`config.mk`:
```
export PLATFORM = sky130hd
export DESIGN_NAME = mbd_ram
export DESIGN_NICKNAME = d
export VERILOG_FILES = /design/src/rtl/mbd_ram.sv
export SDC_FILE = /design/constraint.sdc
export NUM_CORES = 1
export LEC_CHECK = 0
export BUFFER_PORTS_ARGS = -buffer_cell sky130_fd_sc_hd__buf_2
export CAP_MARGIN = 15
export CELL_PAD_IN_SITES_DETAIL_PLACEMENT = 1
export CELL_PAD_IN_SITES_GLOBAL_PLACEMENT = 2
export CORE_MARGIN = 2
export CORE_UTILIZATION = 39
export CTS_CLUSTER_SIZE = 14
export DETAILED_ROUTE_END_ITERATION = 7
export PLACE_DENSITY = 0.67
export SLEW_MARGIN = 10
export SYNTH_ARGS = -nofsm -noshare
export SYNTH_HDL_FRONTEND = slang
export SYNTH_SLANG_ARGS = --single-unit
```
`constraint.sdc`:
```
create_clock -name clk_i -period 2.1 [get_ports clk_i]
set_clock_uncertainty 0.05 [all_clocks]
set_input_delay 0.21 -clock clk_i [delete_from_list [all_inputs] [get_ports clk_i]]
set_output_delay 0.21 -clock clk_i [all_outputs]
set_load 0.005 [all_outputs]
```
`src/rtl/mbd_ram.sv`:
```
`default_nettype none

module mbd_ram #(
  parameter int unsigned WIDTH = 8,
  parameter int unsigned DEPTH = 16
) (
  input  wire logic                         clk_i,
  input  wire logic                         we_i,
  input  wire logic [(DEPTH > 1 ? $clog2(DEPTH) : 1)-1:0] waddr_i,
  input  wire logic [WIDTH-1:0]             wdata_i,
  input  wire logic                         re_i,
  input  wire logic [(DEPTH > 1 ? $clog2(DEPTH) : 1)-1:0] raddr_i,
  output logic      [WIDTH-1:0]             rdata_o
);

  logic [WIDTH-1:0] mem [DEPTH];

  // Single write port, registered read port; read data holds when idle.
  always_ff @(posedge clk_i) begin
    if (we_i) begin
      mem[waddr_i] <= wdata_i;
    end
    if (re_i) begin
      rdata_o <= mem[raddr_i];
    end
  end

endmodule

`default_nettype wire

```
* Word-level counts from Yosys, hierarchy flattened
Memories as Yosys holds them, arrays and structs flattened. A register that Yosys moved wholly into a read port is not among the register bits.
Cells that the tools add are included.
** Operators by class
- Shifts and indexed selects :: 0
- Eq/ne operators :: 0
- Divide/modulo/power cells :: 0
- Add/subtract/negate cells :: 0
- Multiply operators :: 0
- Bitwise operators :: 0
- Reductions and logical operators :: 0
- Muxes and demuxes :: 2
- Order comparisons :: 0
** Operator list (number)
- 2-to-1 mux 1 bit :: 2
** Word-level totals
- Memory bits (read-only) :: 0
- Output and inout port bits :: 8
- Logic and storage cells :: 3
- Memories kept :: 1
- Register bits :: 0
- Bits of input ports :: 19
- Bits in latches :: 0
- Bits in writable memories :: 128
** Memories
- mem :: words 16, width 8, rd ports 1, clocked after memory_dff 1, wr ports 1, line 16 : logic [WIDTH-1:0] mem [DEPTH];

* Longest topological paths before layout
- Depth in word-level cells :: 2
- Mapped depth :: 5
- Mapped depth without buffers :: 3

* Least setup slack after synthesis
Ideal clock, no wire load.
- Kind :: input to register
- From :: input waddr_i[2] (netlist name)
- To :: memory mem[0][0], enable pin
- Data arrival time :: 1.320 ns
- Buffers on the path :: 0
- Setup time :: 0.383 ns
- Path slack :: 0.347 ns
- Stages on the path :: 2
- Required time :: 1.667 ns
- Cell sequence :: or3b_2 nor3_1
** RTL lines
- start, declared :: line 9 : input wire logic [(DEPTH > 1 ? $clog2(DEPTH) : 1)-1:0] waddr_i,
- end, declared :: line 16
Straight into the memory's write port.

==> metrics.txt <==
status=complete, no violations; IO Count=27; CORE AREA=0.0132 mm^2; vias in the first global route=2748; 1st-pass router iterations=6; Yosys warnings=0; Layout Area Growth over Synthesis=18.5%; largest family of logic cells by synthesized area=multiplexers; first-pass GRT wire length=17.5 mm; Longest Clk Path Bufs=2; CTS tree=built; RSZ-0062 raised after global routing=no; Final Cycle Share=76.2%; Die Y=120 um; HP Class=input port to register; total vias in the final route=2546; largest area contributor in the netlist=edfxtp_1; final setup fails=0; Reg clk slew, reported paths=0.05 ns; ANT cells=0; Synth Register Bits=136; Commonest cells post-synth=136 x edfxtp_1, 18 x mux4_2, 16 x a22oi_1; Hold Vio Cnt, Final=0; Place WS=0.143 ns; share of cells above drive strength 1=30.7%; worst r2r dst=rdata_o[4]; Util after Layout=47.0%; DRT iter0 DRCs=158; crit end category=register; row count=42; Seq. cell area=0.00408 mm^2; # hold bufs at CTS=0; number of sinks on the clock net=136; f_max=625 MHz; gp weighted congestion=0.721; Final ANT Viol Nets=0; R2R cell count=3; DP HPWL=7.38 mm; die width=120 um; WP data arrival=1.70 ns; Final min period=1.60 ns; Main synth FF type=edfxtp_1; complex-gate fraction of the synthesized area=2.30%; # fillers=1198; crit start category=register; Cell variety after synth=18; max_cap viols=0; die area=0.0143 mm^2; Port Buffer Count=26; xor/xnor share of the synthesized area=0%; Synth Area in Simple Gates=3.14%; CTS resizes=0; Seq/Total Area, Yosys=78.1%; clk_lat worst skew=0.42 ns; Synth top area share=78.1%; hold depth=1; r2r startpoint=mem[8][4]; Slew Limit Fails=0; Mean Syn Cell Area=22.8 um^2; Critical Path RT=2.20 ns; Setup TNS=0 ns; Multi-input gate area=0.00106 mm^2; peak supply drop=560 uV; met3 track demand over resource=4.56%; CTS buffer count=17; top-count cell post-synth=edfxtp_1; total power per unit cell area=966 mW/mm^2; total track usage=17.7%; Wirelength per Cell=24.5 um; mux contribution to synthesized area=14.8%; EDFF count, synth=136; WL final=11.6 mm; Slew HR=67.0%; Reg2Reg Setup Slack=0.50 ns; largest net degree at the start of global routing=27; Synth Instances=229; met2 usage=27.5%; CTS Root Cell=clkbuf_16; Syn Nets=248; Worst Hold End=mem[14][0]; LEAKAGE=0.00209 uW; nets=306; ranking of synthesized cells by area=edfxtp_1 78%, mux4_2 7.8%, mux4_1 7.0%; setup bufs post-CTS=0; worst setup margin=0.500 ns; Initial Utilization=39.6%; HP Start=wdata_i[0]; mapped cell area=0.00523 mm^2; Post-route DRC=0; Post-Synth Adder-Cell Area=0%; initial antenna violation count=0; CP Max Fanout=1; fraction of registers with async set/reset=0%; global routing's busiest layer=met2; # H-tree levels=4; grt met1 use=24.4%; kind of critical path=register to register; Worst-Margin Slew=0.495 ns; vias per cell=5.35; grt total ovfl=0
## power by group
part	total [uW]	switching [uW]	internal (uW)	leakage [uW]
Combinational	286	165	122	0.000598
Clock	2620	1040	1590	0.000251
Sequential	3080	17.5	3060	0.00124
Total	5990	1220	4770	0.00209
## how the worst max path moves through the flow
stage	startpoint	end	slack, ns	cells past startpoint
after global placement	raddr_i[0]	rdata_o[4]	0.20	5
after detailed placement	raddr_i[0]	rdata_o[4]	0.14	5
after global routing	mem[11][4]	rdata_o[4]	0.41	3
after floorplan	waddr_i[2]	mem[0][0]	0.35	2
final	mem[8][4]	rdata_o[4]	0.50	3
after CTS	mem[8][4]	rdata_o[4]	0.45	3
## cell families after synthesis
kind of cell,after synthesis
compound gates,16
flops,136
simple gates,35
buf+inv,10
mux,32
## cell usage in the layout (no fill, tap or decap), types with 6 or more instances in the layout
cell / n
nor2_1: 13
buf_2: 26
edfxtp_1: 136
buf_4: 22
mux4_1: 14
clkbuf_16: 17
mux4_2: 18
nand2_1: 9
a22oi_1: 16
clkinv_1: 6
## metrics by stage
stage	hold slack, ns	power, uW	area (um^2)	instances
floorplan	0.259	3280	5230	229
global placement	0.533	3410	5680	444
detailed placement	0.557	3430	5680	444
CTS	0.112	6040	6200	476
global route	0.125	6170	6200	476
finish	0.125	5990	6200	476
## flip-flops by register name (all words and copies together) (netlist names)
signal and count:
mem 128, rdata_o 8
## per-layer routing
| metal | part of all wire (%) | up-vias |
|---|---|---|
| met3 | 3.4 | 15 |
| li1 | - | 1097 |
| met2 | 49 | 45 |
| met5 | 0 | - |
| met4 | 1.5 | 0 |
| met1 | 46 | 1389 |
## worst max-delay path, stage by stage (launching register included)
cell,delay (ns)
edfxtp_1,0.37
mux4_1,0.51
a22oi_1,0.32
nand2_1,0.09
## area by class of cell
| type | count | area share [%] |
|---|---|---|
| clock buffer | 19 | 6.99 |
| sequential | 136 | 65.9 |
| multi-input combinational | 83 | 17.1 |
| tap | 176 | 3.55 |
| clock inverter | 13 | 1.41 |
| timing repair buffer | 49 | 5.09 |
No activity file was read; power rests on OpenSTA's default activity.
